==> src/rtl/mtseed_pkg.sv <==
// Shared types, constants and a helper function for the MT19937 state seeding block.
// Used by the channel interfaces, the controller, the datapath and the top level.
package mtseed_pkg;

  localparam int TABLE_WORDS_DEF = 624;
  localparam int KEY_WORDS_DEF   = 4;
  localparam int WORD_W          = 32;
  localparam int ADDR_W          = 10;
  localparam int KEY_REGS        = 4;
  localparam int KEY_IDX_W       = 2;
  localparam int CFG_IDX_W       = 2;
  localparam int MODE_W          = 2;

  localparam logic [WORD_W-1:0] MULT_INIT   = 32'd1812433253;
  localparam logic [WORD_W-1:0] MULT_MIX1   = 32'd1664525;
  localparam logic [WORD_W-1:0] MULT_MIX2   = 32'd1566083941;
  localparam logic [WORD_W-1:0] SEED_KEY    = 32'd19650218;
  localparam logic [WORD_W-1:0] WORD0_FINAL = 32'h8000_0000;

  typedef enum logic [MODE_W-1:0] {
    MODE_SEED_VALUE = 2'd0,
    MODE_SEED_KEY   = 2'd1,
    MODE_READ       = 2'd2,
    MODE_NOP        = 2'd3
  } mode_t;

  typedef enum logic [1:0] {
    PH_INIT,
    PH_MIX1,
    PH_MIX2
  } phase_t;

  typedef enum logic [2:0] {
    WSRC_P,
    WSRC_INIT,
    WSRC_MIX1,
    WSRC_MIX2,
    WSRC_FINAL
  } wsrc_t;

  typedef logic [KEY_REGS-1:0][WORD_W-1:0] key_array_t;

  // Commands from the controller to the datapath, valid for one cycle.
  typedef struct packed {
    logic   p_load_seed;
    logic   p_load_key;
    logic   p_upd;
    logic   idx_zero;
    logic   idx_one;
    logic   idx_inc;
    logic   step_clr;
    logic   step_inc;
    logic   key_clr;
    logic   key_inc;
    logic   mul_en;
    phase_t phase;
    logic   rd_en;
    logic   rd_ext;
    logic   wr_en;
    logic   wr_zero;
    wsrc_t  wsrc;
    logic   out_load;
    logic   out_from_mem;
  } dp_cmd_t;

  typedef struct packed {
    logic idx_last;
    logic step_last;
    logic index_ok;
  } dp_status_t;

  // Tempering-free fold used by every recurrence of the seeding.
  function automatic logic [WORD_W-1:0] fold(input logic [WORD_W-1:0] p);
    return p ^ (p >> 30);
  endfunction

endpackage

==> src/rtl/mtseed_ctrl.sv <==
// Controller: sequences seeding passes and reads, owns both handshakes.
// Commands mtseed_dp through mtseed_pkg::dp_cmd_t; depends on mtseed_pkg.
module mtseed_ctrl (
  input  logic                          clk,
  input  logic                          rst,
  input  logic                          item_valid,
  output logic                          item_ready,
  input  logic [mtseed_pkg::MODE_W-1:0] item_mode,
  output logic                          result_valid,
  input  logic                          result_ready,
  output mtseed_pkg::dp_cmd_t           cmd,
  input  mtseed_pkg::dp_status_t        status
);

  typedef enum logic [2:0] {
    S_IDLE,
    S_INIT_W0,
    S_INIT_MUL,
    S_INIT_WR,
    S_MIX_RD,
    S_MIX_WR,
    S_MIX_COPY,
    S_FINAL
  } state_t;

  state_t              state, state_next;
  logic                resp_pending, resp_pending_next;
  mtseed_pkg::phase_t  phase, phase_next;
  logic                key_mode, key_mode_next;
  logic                pass_done, pass_done_next;
  logic                from_mem, from_mem_next;
  logic                seeded, seeded_next;
  logic                result_valid_next;
  logic                accept;
  logic                slot_free;

  assign item_ready = (state == S_IDLE) && !resp_pending;
  assign accept     = item_valid && item_ready;
  assign slot_free  = !result_valid || result_ready;

  always_comb begin
    state_next        = state;
    resp_pending_next = resp_pending;
    phase_next        = phase;
    key_mode_next     = key_mode;
    pass_done_next    = pass_done;
    from_mem_next     = from_mem;
    seeded_next       = seeded;
    result_valid_next = result_valid && !result_ready;
    cmd               = '0;
    cmd.phase         = phase;
    cmd.wsrc          = mtseed_pkg::WSRC_P;

    // A finished result moves into the output register once it is free.
    if (resp_pending && slot_free) begin
      cmd.out_load      = 1'b1;
      cmd.out_from_mem  = from_mem;
      result_valid_next = 1'b1;
      resp_pending_next = 1'b0;
    end

    unique case (state)
      S_IDLE: begin
        if (accept) begin
          unique case (mtseed_pkg::mode_t'(item_mode))
            mtseed_pkg::MODE_SEED_VALUE: begin
              cmd.p_load_seed = 1'b1;
              cmd.idx_zero    = 1'b1;
              key_mode_next   = 1'b0;
              state_next      = S_INIT_W0;
            end
            mtseed_pkg::MODE_SEED_KEY: begin
              cmd.p_load_key = 1'b1;
              cmd.idx_zero   = 1'b1;
              key_mode_next  = 1'b1;
              state_next     = S_INIT_W0;
            end
            mtseed_pkg::MODE_READ: begin
              cmd.rd_en         = 1'b1;
              cmd.rd_ext        = 1'b1;
              from_mem_next     = seeded && status.index_ok;
              resp_pending_next = 1'b1;
            end
            default: begin
              from_mem_next     = 1'b0;
              resp_pending_next = 1'b1;
            end
          endcase
        end
      end
      S_INIT_W0: begin
        cmd.wr_en   = 1'b1;
        cmd.wsrc    = mtseed_pkg::WSRC_P;
        cmd.idx_inc = 1'b1;
        state_next  = S_INIT_MUL;
      end
      S_INIT_MUL: begin
        cmd.phase  = mtseed_pkg::PH_INIT;
        cmd.mul_en = 1'b1;
        state_next = S_INIT_WR;
      end
      S_INIT_WR: begin
        cmd.phase = mtseed_pkg::PH_INIT;
        cmd.wr_en = 1'b1;
        cmd.wsrc  = mtseed_pkg::WSRC_INIT;
        cmd.p_upd = 1'b1;
        if (!status.idx_last) begin
          cmd.idx_inc = 1'b1;
          state_next  = S_INIT_MUL;
        end else if (key_mode) begin
          // Mixing starts at word 1 with word 0 (the key seed) as predecessor.
          cmd.p_load_key = 1'b1;
          cmd.idx_one    = 1'b1;
          cmd.step_clr   = 1'b1;
          cmd.key_clr    = 1'b1;
          phase_next     = mtseed_pkg::PH_MIX1;
          state_next     = S_MIX_RD;
        end else begin
          seeded_next       = 1'b1;
          from_mem_next     = 1'b0;
          resp_pending_next = 1'b1;
          state_next        = S_IDLE;
        end
      end
      S_MIX_RD: begin
        cmd.rd_en  = 1'b1;
        cmd.mul_en = 1'b1;
        state_next = S_MIX_WR;
      end
      S_MIX_WR: begin
        cmd.wr_en      = 1'b1;
        cmd.wsrc       = (phase == mtseed_pkg::PH_MIX1) ? mtseed_pkg::WSRC_MIX1
                                                        : mtseed_pkg::WSRC_MIX2;
        cmd.p_upd      = 1'b1;
        cmd.step_inc   = 1'b1;
        cmd.key_inc    = (phase == mtseed_pkg::PH_MIX1);
        pass_done_next = status.step_last;
        if (status.idx_last) begin
          state_next = S_MIX_COPY;
        end else begin
          cmd.idx_inc = 1'b1;
          if (status.step_last) begin
            if (phase == mtseed_pkg::PH_MIX1) begin
              cmd.step_clr = 1'b1;
              phase_next   = mtseed_pkg::PH_MIX2;
              state_next   = S_MIX_RD;
            end else begin
              state_next = S_FINAL;
            end
          end else begin
            state_next = S_MIX_RD;
          end
        end
      end
      S_MIX_COPY: begin
        // The last word is mirrored into word 0, then the walk wraps to word 1.
        cmd.wr_en   = 1'b1;
        cmd.wr_zero = 1'b1;
        cmd.wsrc    = mtseed_pkg::WSRC_P;
        cmd.idx_one = 1'b1;
        if (pass_done) begin
          if (phase == mtseed_pkg::PH_MIX1) begin
            cmd.step_clr = 1'b1;
            phase_next   = mtseed_pkg::PH_MIX2;
            state_next   = S_MIX_RD;
          end else begin
            state_next = S_FINAL;
          end
        end else begin
          state_next = S_MIX_RD;
        end
      end
      S_FINAL: begin
        cmd.wr_en         = 1'b1;
        cmd.wr_zero       = 1'b1;
        cmd.wsrc          = mtseed_pkg::WSRC_FINAL;
        seeded_next       = 1'b1;
        from_mem_next     = 1'b0;
        resp_pending_next = 1'b1;
        state_next        = S_IDLE;
      end
      default: begin
        state_next = S_IDLE;
      end
    endcase
  end

  always_ff @(posedge clk) begin
    if (rst) begin
      state        <= S_IDLE;
      resp_pending <= 1'b0;
      phase        <= mtseed_pkg::PH_INIT;
      key_mode     <= 1'b0;
      pass_done    <= 1'b0;
      from_mem     <= 1'b0;
      seeded       <= 1'b0;
      result_valid <= 1'b0;
    end else begin
      state        <= state_next;
      resp_pending <= resp_pending_next;
      phase        <= phase_next;
      key_mode     <= key_mode_next;
      pass_done    <= pass_done_next;
      from_mem     <= from_mem_next;
      seeded       <= seeded_next;
      result_valid <= result_valid_next;
    end
  end

endmodule

==> config.mk <==
export PLATFORM = sky130hd
export DESIGN_NAME = mtseed_ctrl
export DESIGN_NICKNAME = d
export VERILOG_FILES = /design/src/rtl/mtseed_pkg.sv /design/src/rtl/mtseed_ctrl.sv
export SDC_FILE = /design/constraint.sdc
export NUM_CORES = 1
export LEC_CHECK = 0
export BUFFER_PORTS_ARGS = -buffer_cell sky130_fd_sc_hd__buf_2
export CAP_MARGIN = 20
export CORE_MARGIN = 2
export CORE_UTILIZATION = 45
export CTS_CLUSTER_DIAMETER = 100
export CTS_CLUSTER_SIZE = 40
export DETAILED_ROUTE_END_ITERATION = 8
export PLACE_DENSITY_LB_ADDON = 0.15
export SKIP_CTS_REPAIR_TIMING = 1
export SYNTH_ARGS = -nofsm -noshare
export SYNTH_HDL_FRONTEND = slang
export SYNTH_SLANG_ARGS = --single-unit
export TNS_END_PERCENT = 30
==> constraint.sdc <==
create_clock -name clk -period 1.6 [get_ports clk]
set_input_delay 0.32 -clock clk [delete_from_list [all_inputs] [get_ports clk]]
set_output_delay 0.32 -clock clk [all_outputs]
set_load 0.01 [all_outputs]
; ---- Yosys cells after proc, flatten, opt, wreduce, memory -nomap -nowiden
; Index checks and enable logic that the tools add are counted.
[totals]
wordCells = 118
reg_bits = 11
[op_classes]
reduce_logical = 26
n_eq_ne = 19
mux = 65
[op_table]
columns = operator, n
row1 = $mux W1, 32
row2 = $mux W2, 15
row3 = $pmux W3 S8, 1
row4 = $ne A2 B2 Y1 const B, 9
row5 = $mux W3, 5
row6 = $eq A3 B3 Y1 const B, 4
row7 = $pmux W1 S2, 6
row8 = $pmux W1 S3, 4
row9 = $reduce_or A2 Y1, 5
row10 = $pmux W3 S3, 1
row11 = $eq A3 B2 Y1 const B, 2
row12 = $pmux W2 S3, 1
row13 = $reduce_and A3 Y1, 2
row14 = $reduce_and A6 Y1, 1
row15 = $reduce_bool A3 Y1, 2
row16 = $logic_and A1 B1 Y1, 5
row17 = $reduce_and A5 Y1, 1
row18 = $reduce_or A5 Y1, 1
row19 = $eq A2 B1 Y1 const B, 2
row20 = $reduce_bool A2 Y1, 2
row21 = $eq A3 B1 Y1 const B, 1
row22 = $logic_not A1 Y1, 3
row23 = $logic_not A3 Y1, 1
row24 = $eq A2 B2 Y1 const B, 1
row25 = 3 further kinds, 3

; ---- Depth between registers and ports, before layout
; Gate-level depths: netlist of run 1.
[logic_depth]
depth_word = 7
ltp_mapped = 6
mapped_depth_nobuf = 4

; ---- Worst setup path after synthesis of run 1
; No wires, ideal clock.
[synth_timing]
path_kind = register to output
from = reg state[2]
to = out cmd[20] in the netlist's numbering
path_slack_ns = 0.038
n_path_buf = 1
required_ns = 1.280
stages_incl_launch_ff = 6
arrival_ns = 1.242
path_cell_list = dfxtp_1 buf_6 or3_1 nor2_1 nand2_1 nand2_1
[synth_rtl]
columns = item, line_no
row1 = start: declaration, mtseed_ctrl.sv:26  ; state_t state, state_next;
row2 = start signal: assignment, mtseed_ctrl.sv:199  ; state <= state_next;
row3 = end: declaration, mtseed_ctrl.sv:11  ; output mtseed_pkg::dp_cmd_t cmd,

==> results by stage, run 1 <==
Logic synthesis:
- The most used flip-flop cell after synthesis is sky130_fd_sc_hd__dfxtp_1.
- Averaged over all synthesized cells, the footprint is 7.41 um^2.
- For this run, the number of Yosys warnings is 0.
- The synthesized net count is 108.
- sky130_fd_sc_hd__dfxtp_1 is the most common cell in the netlist.
- The cell area after synthesis is 733 um^2.
- The part of the Yosys area used for sequential elements is 30.0%.
- The number of library cell types mapped by synthesis is 35.
- After synthesis, the cell types taking the most area are sky130_fd_sc_hd__dfxtp_1 (30%), sky130_fd_sc_hd__a21oi_1 (4.8%), sky130_fd_sc_hd__nand2_1 (4.6%), sky130_fd_sc_hd__and2_1 (4.3%), sky130_fd_sc_hd__nor2b_1 (4.3%).
- The count of state elements after synthesis is 11.
- After synthesis, the largest area contributor takes up 30.0% of total cell area.
- Ranked by instance count, the synthesized netlist is headed by sky130_fd_sc_hd__dfxtp_1 (11), sky130_fd_sc_hd__nand2_1 (9), sky130_fd_sc_hd__nor2_1 (8).
- Synthesis produced 99 cells.
- The number of synthesized flops with an enable pin is 0.
- In the synthesized netlist the async set-or-reset flop fraction comes to 0%.
- The synthesized design spends more area on one cell type than any other, namely sky130_fd_sc_hd__dfxtp_1.

Route:
- The routed via count is 846.
- The number of antenna-violating nets in the routed design is 0.
- The detailed-routing iteration count for the pre-antenna-repair pass is 4.
- After detailed routing, the total wire length is 1970 um.
- The number of vias per cell after detailed routing is 5.32.
- The violation count after the first detailed-route iteration is 22.
- The post-detailed-route wirelength per cell is 12.4 um.
- After detailed routing, the number of remaining DRC violations is 0.

Setup path:
- The data arrival time of the critical path is 1430 ps.
- Of all nets on the critical path, the largest fanout is 6.
- STA puts the critical path data required time at 1280 ps.
- The class of the most critical setup path is register to output pin.
- The worst setup path is captured at an output pin.
- The startpoint identified for the worst register-to-register timing path is state[0].
- The nature of the critical path startpoint is a register.
- In this run the worst setup path begins at state[0].

Status:
- The flow ran to the end, but the final reports show violations.
- The checks that failed: setup timing.

GRT:
- The first global-routing pass estimated 2910 um of wire.
- Across every metal layer, demand over resource in global routing totals 19.9%.
- The initial antenna violation count is 0.
- The largest net degree at the start of global routing is 12.
- The via count of the first global-routing pass came to 700.
- The total global routing overflow is 0.

STA:
- The count of endpoints failing setup in the final report is 6.
- The fmax is 0.571 GHz.
- Summed over all failing endpoints, the final setup total negative slack is -460 ps.
- Between clock sinks in the finished design, the worst skew comes to 2.89 ps.
- Setup repair after global routing could not meet its margin everywhere.
- On the final layout, the worst hold slack is 321 ps.
- The post-route worst setup slack is -150 ps.
- The final max-slew violation count is 0.
- The number of failing hold endpoints at the final stage was 0.
- The final period utilization is 109%.
- For the pin with the worst max-slew slack, the measured transition is 245 ps.
- For the finished layout, the period the worst path requires is 1750 ps.
- The normalized max-slew margin is 83.6%.

Layout:
- The layout cell share with drive strength beyond 1 is 46.2%.
- The number of nets in the finished design is 153.
- Leaving out filler cells and counting taps, the final layout contains 159.
- The area growth from synthesis to layout is 43.9%.
- The repair_antennas step left the layout with diodes totalling 0.
- The final standard cell area without fillers is 1050 um^2.

Pwr:
- The power per standard cell area is 589 nW/um^2.
- The design draws 0.621 mW.
- In this run the static leakage power is 0.592 nW.
- Across the VDD grid, the largest voltage drop is 0.375 mV.

CTS:
- The number of buffers created by CTS is 3.
- The buffer cell driving the clock tree root is sky130_fd_sc_hd__clkbuf_4.
- The later pin in the worst-skew pair is clocked with a latency of 270 ps.
- In this run the number of H-tree levels came out at 1.
- The largest buffer count on any clock path is 2.
- TritonCTS built the clock tree.
- Clock-pin slew was measured on the worst setup and hold paths at 80 ps.
- Clock tree synthesis found a total of 11 sinks.

Floorplan:
- The initial core utilization is 48.1%.
- The die covers 1970 um^2.
- The number of I/O pins is 33.
- The width of the die is 44.4 um.
- The core box area is 1520 um^2.
- The die boundary height is 44.4 um.
- Row generation in the floorplan step produced 14 rows.

Flow run:
- The tool flagged a number of max-cap violations equal to 0.

Place:
- Once placement finished, the instance area stood at 951 um^2.
- Port buffering added 32 buffers.
- The post-DP HPWL is 1400 um.
- The congestion estimate from routability-driven global placement came to 0.755.
- The total instance count after detailed placement is 150.

Hold path:
- The startpoint of the most critical hold path is status[1].
- The type of the tightest min-delay check is primary input to register.
[report_power, final]
part	leakage [nW]	total, mW	switching (mW)	internal, mW
sequential	0.0916	0.285	0.00658	0.279
combinational	0.486	0.140	0.0702	0.0700
clock	0.0150	0.195	0.0989	0.0965
[registers in the layout, summed over array words and instances (netlist names)]
signal	flops
state	3
phase	2
from_mem	1
key_mode	1
pass_done	1
resp_pending	1
result_valid	1
seeded	1
[final cells by class]
class / instances / area [um^2]
Clock buffer: 4 / 26.3
Fill cell: 137 / 469
Inverter: 7 / 26.3
Multi-Input combinational cell: 73 / 474
Sequential cell: 11 / 230
Tap cell: 16 / 20.0
Timing Repair Buffer: 48 / 278
[layout by cell type (no fill, tap or decap), drive strengths merged]
master  netlist  routed
inv           7       7
and3b         1       1
nor2b         5       5
a21oi         7       7
o21ai         4       4
mux2i         1       1
o21a          1       1
and3          3       3
a31o          1       1
and2          5       5
nand2         9       9
a221oi        2       2
clkbuf        3       4
nor3          4       4
and4bb        1       1
nand2b        4       4
o211ai        1       1
o21bai        1       1
or3b          2       2
xor2          1       1
a31oi         2       2
a21o          1       1
buf           5      48
or2           2       2
o211a         1       1
nand3         5       5
nor2          8       8
dfxtp        11      11
or3           1       1
[logic make-up after synthesis]
| logic type | count (synthesis) | synth area share, % |
|---|---|---|
| buf+inv | 15 | 9.73 |
| compound gates | 21 | 18.3 |
| flops | 11 | 30.0 |
| simple gates | 50 | 39.4 |
| mux | 1 | 1.37 |
| xor+xnor | 1 | 1.19 |
[final timing paths]
| kind | endpoint | depth (start not counted) | slack (ps) |
|---|---|---|---|
| max | cmd[20] | 5 | -150 |
| max reg2reg | from_mem | 6 | 100 |
| min | pass_done | 3 | 320 |
| min reg2reg | seeded | 2 | 450 |
[stage by stage]
| step | setup WS [ps] | utilization (%) |
|---|---|---|
| final | -150 | 69.2 |
| after global routing | -212 | 69.2 |
| after CTS | -266 | 64.1 |
| after detailed placement | 14.0 | 62.4 |
| after global placement | 40.1 | 62.4 |
| after floorplan | 38.2 | - |
[critical path: stages, from the launching register on]
cell and delay (ps):
sky130_fd_sc_hd__dfxtp_4 360, sky130_fd_sc_hd__or3_4 420, sky130_fd_sc_hd__nor2_4 140, sky130_fd_sc_hd__nand2_2 70, sky130_fd_sc_hd__nand2_1 60, sky130_fd_sc_hd__buf_2 120
[metal layers]
| metal | track usage (%) | part of all wire [%] | wire (um) |
|---|---|---|---|
| met1 | 25.8 | 46 | 896 |
| met2 | 32.9 | 48 | 940 |
| met3 | 4.90 | 6.0 | 119 |
| met4 | 5.45 | 0.66 | 13 |
| met5 | 0 | 0 | 0 |
No activity file was read; power rests on OpenSTA's default activity.
==> run 2, diff against run 1 <==
--- a/config.mk
+++ b/config.mk
@@ -8,7 +8,7 @@
 export BUFFER_PORTS_ARGS = -buffer_cell sky130_fd_sc_hd__buf_2
 export CAP_MARGIN = 20
 export CORE_MARGIN = 2
-export CORE_UTILIZATION = 45
+export CORE_UTILIZATION = 40
 export CTS_CLUSTER_DIAMETER = 100
 export CTS_CLUSTER_SIZE = 40
 export DETAILED_ROUTE_END_ITERATION = 8
==> results by stage, run 2 (same netlist as run 1, synthesis figures left out) <==
Status:
- The flow ran to the end, but the final reports show violations.
- The checks that failed: setup timing.

STA:
- The total negative slack came to -541 ps (-81.4 ps).
- The final critical-path required period was 1730 ps (-17.1 ps).
- The count of endpoints failing setup in the final report was 8 (+2).
- The final setup skew is 2.31 ps (-0.577 ps).
- The number of failing hold endpoints at the final stage is 0 (unchanged).
- The final max-slew violation count was 0 (unchanged).
- The fmax is 0.577 GHz (+0.99%).
- The post-route worst setup slack was -133 ps (+17.1 ps).
- The normalized max-slew margin came to 83.2% (-0.45 points).
- The actual transition at the worst max-transition pin came to 252 ps (+6.80 ps).
- The final-layout worst hold slack is 330 ps (+8.51 ps).
- The final period utilization came to 108% (-1.1 points).
- Setup repair after global routing could not meet its margin everywhere.

Setup path:
- The required time of the critical path came to 1280 ps (about the same).
- The kind of capture point of the worst setup path is an output pin.
- The largest fanout of any net on the critical path is 3 (-3).
- The slack of the worst reg-to-reg path is 50 ps (-50 ps).
- The data arrival time of the critical path is 1410 ps (-20 ps).
- The worst setup path is launched from a register.
- The endpoint of the worst setup timing path is cmd[20].
- The number of cell instances on the worst register-to-register path is 6 (unchanged).
- The class of the most critical setup path is register to output pin.
- The start point of the critical path is resp_pending.
- The worst register-to-register path ends at from_mem.
- The startpoint of the most critical register-to-register path is state[0].

Floorplan:
- The standard-cell row count came to 15 (+1).
- The initial core utilization is 42.5% (-5.6 points).
- The number of I/O pins is 33 (unchanged).
- The core box area is 1730 um^2 (+13%).
- The die boundary height is 46.8 um (+5.5%).
- The width of the die is 46.8 um (+5.5%).
- The area of the die is 2190 um^2 (+11%).

Place:
- The post-place instance area was 955 um^2 (+0.39%).
- The total instance count after detailed placement came to 158 (+5.3%).
- The post-DP HPWL came to 1440 um (+2.6%).
- The number of I/O port buffers is 32 (unchanged).
- The final RePlAce weighted congestion is 0.877 (+16%).

CTS:
- The clock tree from TritonCTS is done.
- The tree is rooted in a sky130_fd_sc_hd__clkbuf_4.
- The largest buffer count on any clock path is 2 (unchanged).
- The number of sinks handled by clock tree synthesis is 11 (unchanged).
- The post-CTS clock slew at the launch and capture registers of the worst setup and hold paths is 70 ps (about the same).
- The clock latency at the later pin of the worst-skew pair is 270 ps (about the same).
- The number of H-tree levels is 1 (unchanged).
- The number of buffers created by CTS was 3 (unchanged).

Layout:
- The multi-input logic area came to 489 um^2 (+3.2%).
- The library cell used most frequently in the layout, excluding fill and tap cells, is sky130_fd_sc_hd__buf_2.
- The area taken by flip-flops and latches was 231 um^2 (+0.54%).
- In the final layout, the registers with the most flip-flops are state (3), phase (2).
- The area growth from synthesis to layout is 46.6%.
- The non-filler instance count after layout was 166 (+4.4%).
- The number of nets in the finished design is 151 (-1.3%).
- The final-layout fill cell count is 179 (+31%).
- The number of flip-flops in the largest register was 3 (unchanged).
- The total inserted antenna cells is 0 (unchanged).
- The register with the most flip-flops is state.
- In the layout the commonest cells are sky130_fd_sc_hd__buf_2 (32), sky130_fd_sc_hd__buf_4 (11), sky130_fd_sc_hd__nand2_1 (8), sky130_fd_sc_hd__dfxtp_1 (8), sky130_fd_sc_hd__nor2_1 (7).
- The layout cell share with drive strength beyond 1 is 46.8% (+0.65 points).
- The final standard cell area without fillers is 1070 um^2 (+1.9%).

Route:
- The detailed-routing iteration count for the pre-antenna-repair pass came to 4 (unchanged).
- The routed via count is 840 (-0.71%).
- The number of vias per cell after detailed routing is 5.06 (-4.9%).
- The remaining design rule violation count is 0 (unchanged).
- The post-detailed-route wirelength per cell was 12.0 um (-3.4%).
- The number of antenna-violating nets in the routed design is 0 (unchanged).
- The final routed wirelength across all metal layers was 1990 um (+0.81%).
- The violation count after the first detailed-route iteration came to 17 (-23%).

GRT:
- The via count of the first global-routing pass is 651 (-7.0%).
- The initial antenna violation count was 0 (unchanged).
- The largest net degree at the start of global routing is 12 (unchanged).
- The total global routing overflow was 0 (unchanged).
- The global-route total usage across every layer is 18.0% (-1.9 points).
- The first-pass GRT wire length is 2840 um (-2.4%).

Pwr:
- The total internal power is 0.443 mW (-0.55%).
- The clock network fraction of design power was 30.8% (-0.7 points).
- The relative contribution of sequential cells to total power is 46.5% (+0.5 points).
- The sum of internal, switching and leakage power is 0.614 mW (-1.2%).
- The worst-case vdd ir drop is 0.501 mV (+34%).
- The power per standard cell area came to 571 nW/um^2 (-3.0%).
- The combinational share of power is 22.7% (about the same).
- The leakage power figure came to 0.582 nW (-1.8%).
- The switching share of power was 27.9% (-0.44 points).
- The switching power is 0.171 mW (-2.7%).

Hold path:
- The type of the tightest min-delay check is primary input to register.

Flow run:
- The total of max-cap violations came to 0 (unchanged).
run 2: critical path, cell delays in order (launching register included):
cell	delay (ps)
sky130_fd_sc_hd__dfxtp_1	320
sky130_fd_sc_hd__or3b_1	440
sky130_fd_sc_hd__nor2_4	150
sky130_fd_sc_hd__nand2_2	60
sky130_fd_sc_hd__nand2_1	60
sky130_fd_sc_hd__buf_2	120
run 2: metrics by stage:
stage               util [%]  worst slack, ps
floorplan                  -             38.2
global placement        55.3             66.4
detailed placement      55.3             30.2
CTS                     56.8             -251
global route            62.2             -184
finish                  62.2             -133
run 2: worst min path at each step:
stage | from | slack, ps | to | depth (start not counted)
after detailed placement | seeded | 440 | seeded | 2
after CTS | status[1] | 320 | pass_done | 3
final | status[1] | 330 | pass_done | 3
after global routing | result_ready | 350 | result_valid | 4
after floorplan | seeded | 430 | seeded | 2
after global placement | seeded | 440 | seeded | 2
run 2: area by class of cell:
type	count	share of cell area (%)
Timing Repair Buffer	46	25.1
Sequential cell	11	21.5
Tap cell	25	2.91
Inverter	7	2.44
Clock buffer	4	2.44
Multi-Input combinational cell	73	45.5
run 2: layer usage:
metal	global-route usage (%)	vias to the layer above	routed length, um
met4	1.67	0	6
li1	-	421	-
met1	24.1	389	886
met2	29.9	28	952
met5	0	-	0
met3	5.77	2	139
run 2: power by group through the flow:
stage	sequential (mW)	clock, mW	combinational, mW
3_5_place_dp	0.295	0	0.115
6_report	0.285	0.189	0.140
5_1_grt	0.286	0.209	0.153
3_3_place_gp	0.294	0	0.114
4_1_cts	0.288	0.197	0.116
2_1_floorplan	0.291	0	0.0680
==> run 3, diff against run 2 <==
--- a/config.mk
+++ b/config.mk
@@ -8,11 +8,11 @@
 export BUFFER_PORTS_ARGS = -buffer_cell sky130_fd_sc_hd__buf_2
 export CAP_MARGIN = 20
 export CORE_MARGIN = 2
-export CORE_UTILIZATION = 40
+export CORE_UTILIZATION = 30
 export CTS_CLUSTER_DIAMETER = 100
 export CTS_CLUSTER_SIZE = 40
 export DETAILED_ROUTE_END_ITERATION = 8
-export PLACE_DENSITY_LB_ADDON = 0.15
+export PLACE_DENSITY = 0.6
 export SKIP_CTS_REPAIR_TIMING = 1
 export SYNTH_ARGS = -nofsm -noshare
 export SYNTH_HDL_FRONTEND = slang
==> results by stage, run 3 (same netlist as run 1, synthesis figures left out) <==
Layout:
- In the final layout, the registers with the most flip-flops are state (3), phase (2).
- The non-filler instance count after layout came to 171 (+3.0%).
- The final-layout fill cell count came to 233 (+30%).
- The top cell types in the final layout, fill and taps aside, are sky130_fd_sc_hd__buf_2 (31), sky130_fd_sc_hd__buf_4 (15), sky130_fd_sc_hd__nand2_1 (8), sky130_fd_sc_hd__dfxtp_1 (8).
- The total inserted antenna cells is 0 (unchanged).
- The area growth from synthesis to layout is 47.6%.
- The register with the most flip-flops is state.
- The layout cell share with drive strength beyond 1 is 45.5% (-1.4 points).
- The most common cell after layout, fill and taps aside is sky130_fd_sc_hd__buf_2.
- The number of flip-flops in the largest register is 3 (unchanged).
- The number of nets in the finished design was 153 (+1.3%).

Setup path:
- The critical path goes through and3b_2 > o21ai_1 > or2_1 > nand2_1 > buf_2.
- The required time of the critical path is 1280 ps (about the same).
- The largest fanout of any net on the critical path is 9 (+6).
- The slack of the worst reg-to-reg path came to 150 ps (+100 ps).
- The nature of the critical path startpoint is a register.
- The startpoint of the most critical register-to-register path is state[1].
- In this run the critical register-to-register path is captured at from_mem.
- STA classifies the critical path endpoint as an output pin.
- In this design, the largest share of critical-path delay is due to simple AND/OR/NAND/NOR gates.
- The class of the most critical setup path is register to output pin.
- The sum of buffers and inverters on the critical path is 1 (unchanged).
- The delay of the slowest cell on the worst path came to 370 ps (-70 ps).
- The number of cell instances on the worst register-to-register path is 5 (-1).
- The largest individual stage delay along the critical path comes from the cell sky130_fd_sc_hd__dfxtp_4.
- The data arrival time of the critical path was 1400 ps (about the same).

STA:
- Setup repair after global routing could not meet its margin everywhere.
- The final setup skew came to 1.79 ps (-0.521 ps).
- The post-route worst setup slack is -120 ps (+13.0 ps).
- The final period utilization is 108% (-0.82 points).
- The normalized max-slew margin is 82.0% (-1.2 points).
- The fmax is 0.581 GHz (+0.76%).
- The final max-slew violation count was 0 (unchanged).
- The final-layout worst hold slack came to 332 ps (+2.89 ps).
- The count of endpoints failing setup in the final report came to 6 (-2).
- The final critical-path required period was 1720 ps (-13.0 ps).
- The actual transition at the worst max-transition pin is 270 ps (+18.1 ps).
- The number of failing hold endpoints at the final stage is 0 (unchanged).

Status:
- The checks that failed: setup timing.
- The run finished, with violations left.

Pwr:
- The total internal power is 0.443 mW (+0.16%).
- The relative contribution of sequential cells to total power came to 47.1% (+0.6 points).
- The power per standard cell area is 564 nW/um^2 (-1.3%).
- The clock network fraction of design power is 30.8% (about the same).
- The combinational share of power is 22.0% (-0.7 points).
- The switching share of power is 27.3% (-0.55 points).
- The switching power was 0.167 mW (-2.5%).
- The leakage power figure was 0.596 nW (+2.3%).
- The worst-case vdd ir drop was 0.451 mV (-10%).

Route:
- The post-detailed-route wirelength per cell is 11.3 um (-5.3%).
- The number of antenna-violating nets in the routed design is 0 (unchanged).
- The violation count after the first detailed-route iteration came to 6 (-11).
- The final routed wirelength across all metal layers was 1940 um (-2.4%).
- The routed via count is 809 (-3.7%).
- The detailed-routing iteration count for the pre-antenna-repair pass is 4 (unchanged).
- The number of vias per cell after detailed routing came to 4.73 (-6.5%).
- The remaining design rule violation count is 0 (unchanged).

CTS:
- The buffer cell driving the clock tree root is sky130_fd_sc_hd__clkbuf_4.
- The number of sinks handled by clock tree synthesis is 11 (unchanged).
- The number of H-tree levels is 1 (unchanged).
- The largest buffer count on any clock path is 2 (unchanged).
- The number of buffers created by CTS is 3 (unchanged).
- The clock latency at the later pin of the worst-skew pair is 270 ps (about the same).
- The clock tree from TritonCTS is done.
- The post-CTS clock slew at the launch and capture registers of the worst setup and hold paths is 70 ps (about the same).

GRT:
- The initial antenna violation count is 0 (unchanged).
- The first-pass GRT wire length is 2980 um (+4.9%).
- The largest net degree at the start of global routing is 13 (+1).
- The global-route total usage across every layer is 14.4% (-3.7 points).
- The total global routing overflow is 0 (unchanged).
- The via count of the first global-routing pass is 649 (-0.31%).

Hold path:
- The worst hold path depth came to 3 (unchanged).
- For hold timing, the worst endpoint is pass_done.
- The type of the tightest min-delay check is primary input to register.
- The startpoint identified for the worst hold timing path is status[1].

Floorplan:
- The die boundary height was 53.4 um (+14%).
- The width of the die is 53.4 um (+14%).
- The standard-cell row count came to 17 (+2).
- The core box area is 2250 um^2 (+31%).
- The number of I/O pins is 33 (unchanged).
- The initial core utilization is 32.5% (-9.9 points).
- The area of the die is 2860 um^2 (+30%).

Place:
- The final RePlAce weighted congestion is 0.720 (-18%).
- The total instance count after detailed placement came to 163 (+3.2%).
- The post-DP HPWL was 1470 um (+2.5%).
- The number of I/O port buffers is 32 (unchanged).

Flow run:
- The total of max-cap violations is 0 (unchanged).
==> run 3: worst register-to-register path, cell delays in order, from the launching register on <==
cell and delay, ps:
sky130_fd_sc_hd__dfxtp_4 370, sky130_fd_sc_hd__buf_4 150, sky130_fd_sc_hd__nor3_4 230, sky130_fd_sc_hd__nand3_2 120
sky130_fd_sc_hd__or3b_1 380, sky130_fd_sc_hd__a21oi_1 140
==> run 3: stage by stage <==
stage	util [%]	total power, mW	setup TNS, ps	area (um^2)	worst slack (ps)
finish	48.0	0.610	-328	1080	-120
global route	48.0	0.652	-1250	1080	-164
CTS	44.3	0.605	-1640	1000	-264
detailed placement	43.2	0.415	0	973	14.5
global placement	43.2	0.414	0	973	39.9
floorplan	-	0.359	0	733	38.2
==> run 3: power by group through the flow <==
stage	Clock, mW	Sequential, mW	Combinational [mW]
2_1_floorplan	0	0.291	0.0680
3_3_place_gp	0	0.295	0.119
3_5_place_dp	0	0.295	0.120
4_1_cts	0.196	0.289	0.120
5_1_grt	0.213	0.288	0.150
6_report	0.188	0.288	0.134
==> run 3: per-layer routing <==
| layer | global-route usage [%] | share of wire [%] | up-vias |
|---|---|---|---|
| met1 | 17.6 | 46 | 363 |
| met4 | 2.56 | 0.93 | 0 |
| met2 | 23.9 | 48 | 17 |
| met5 | 0 | 0 | - |
| met3 | 5.37 | 5.1 | 2 |
| li1 | - | - | 427 |
==> run 3: worst max-delay path by stage <==
stage                  from      end  slack, ps  cells after the start
6_report           state[0]  cmd[15]       -120                      5
5_1_grt            state[1]   cmd[2]       -160                      6
4_1_cts            state[0]  cmd[15]       -260                      5
3_5_place_dp   item_mode[1]  cmd[20]         10                      6
3_3_place_gp   item_mode[1]  cmd[20]         40                      6
2_1_floorplan      state[2]  cmd[20]         40                      5
==> run 3: final cells by class <==
class	count	area (um^2)	area share [%]
Multi-Input combinational cell	73	475	43.9
Timing Repair Buffer	48	290	26.8
Sequential cell	11	229	21.2
Tap cell	28	35.0	3.24
Clock buffer	4	26.3	2.43
Inverter	7	26.3	2.43
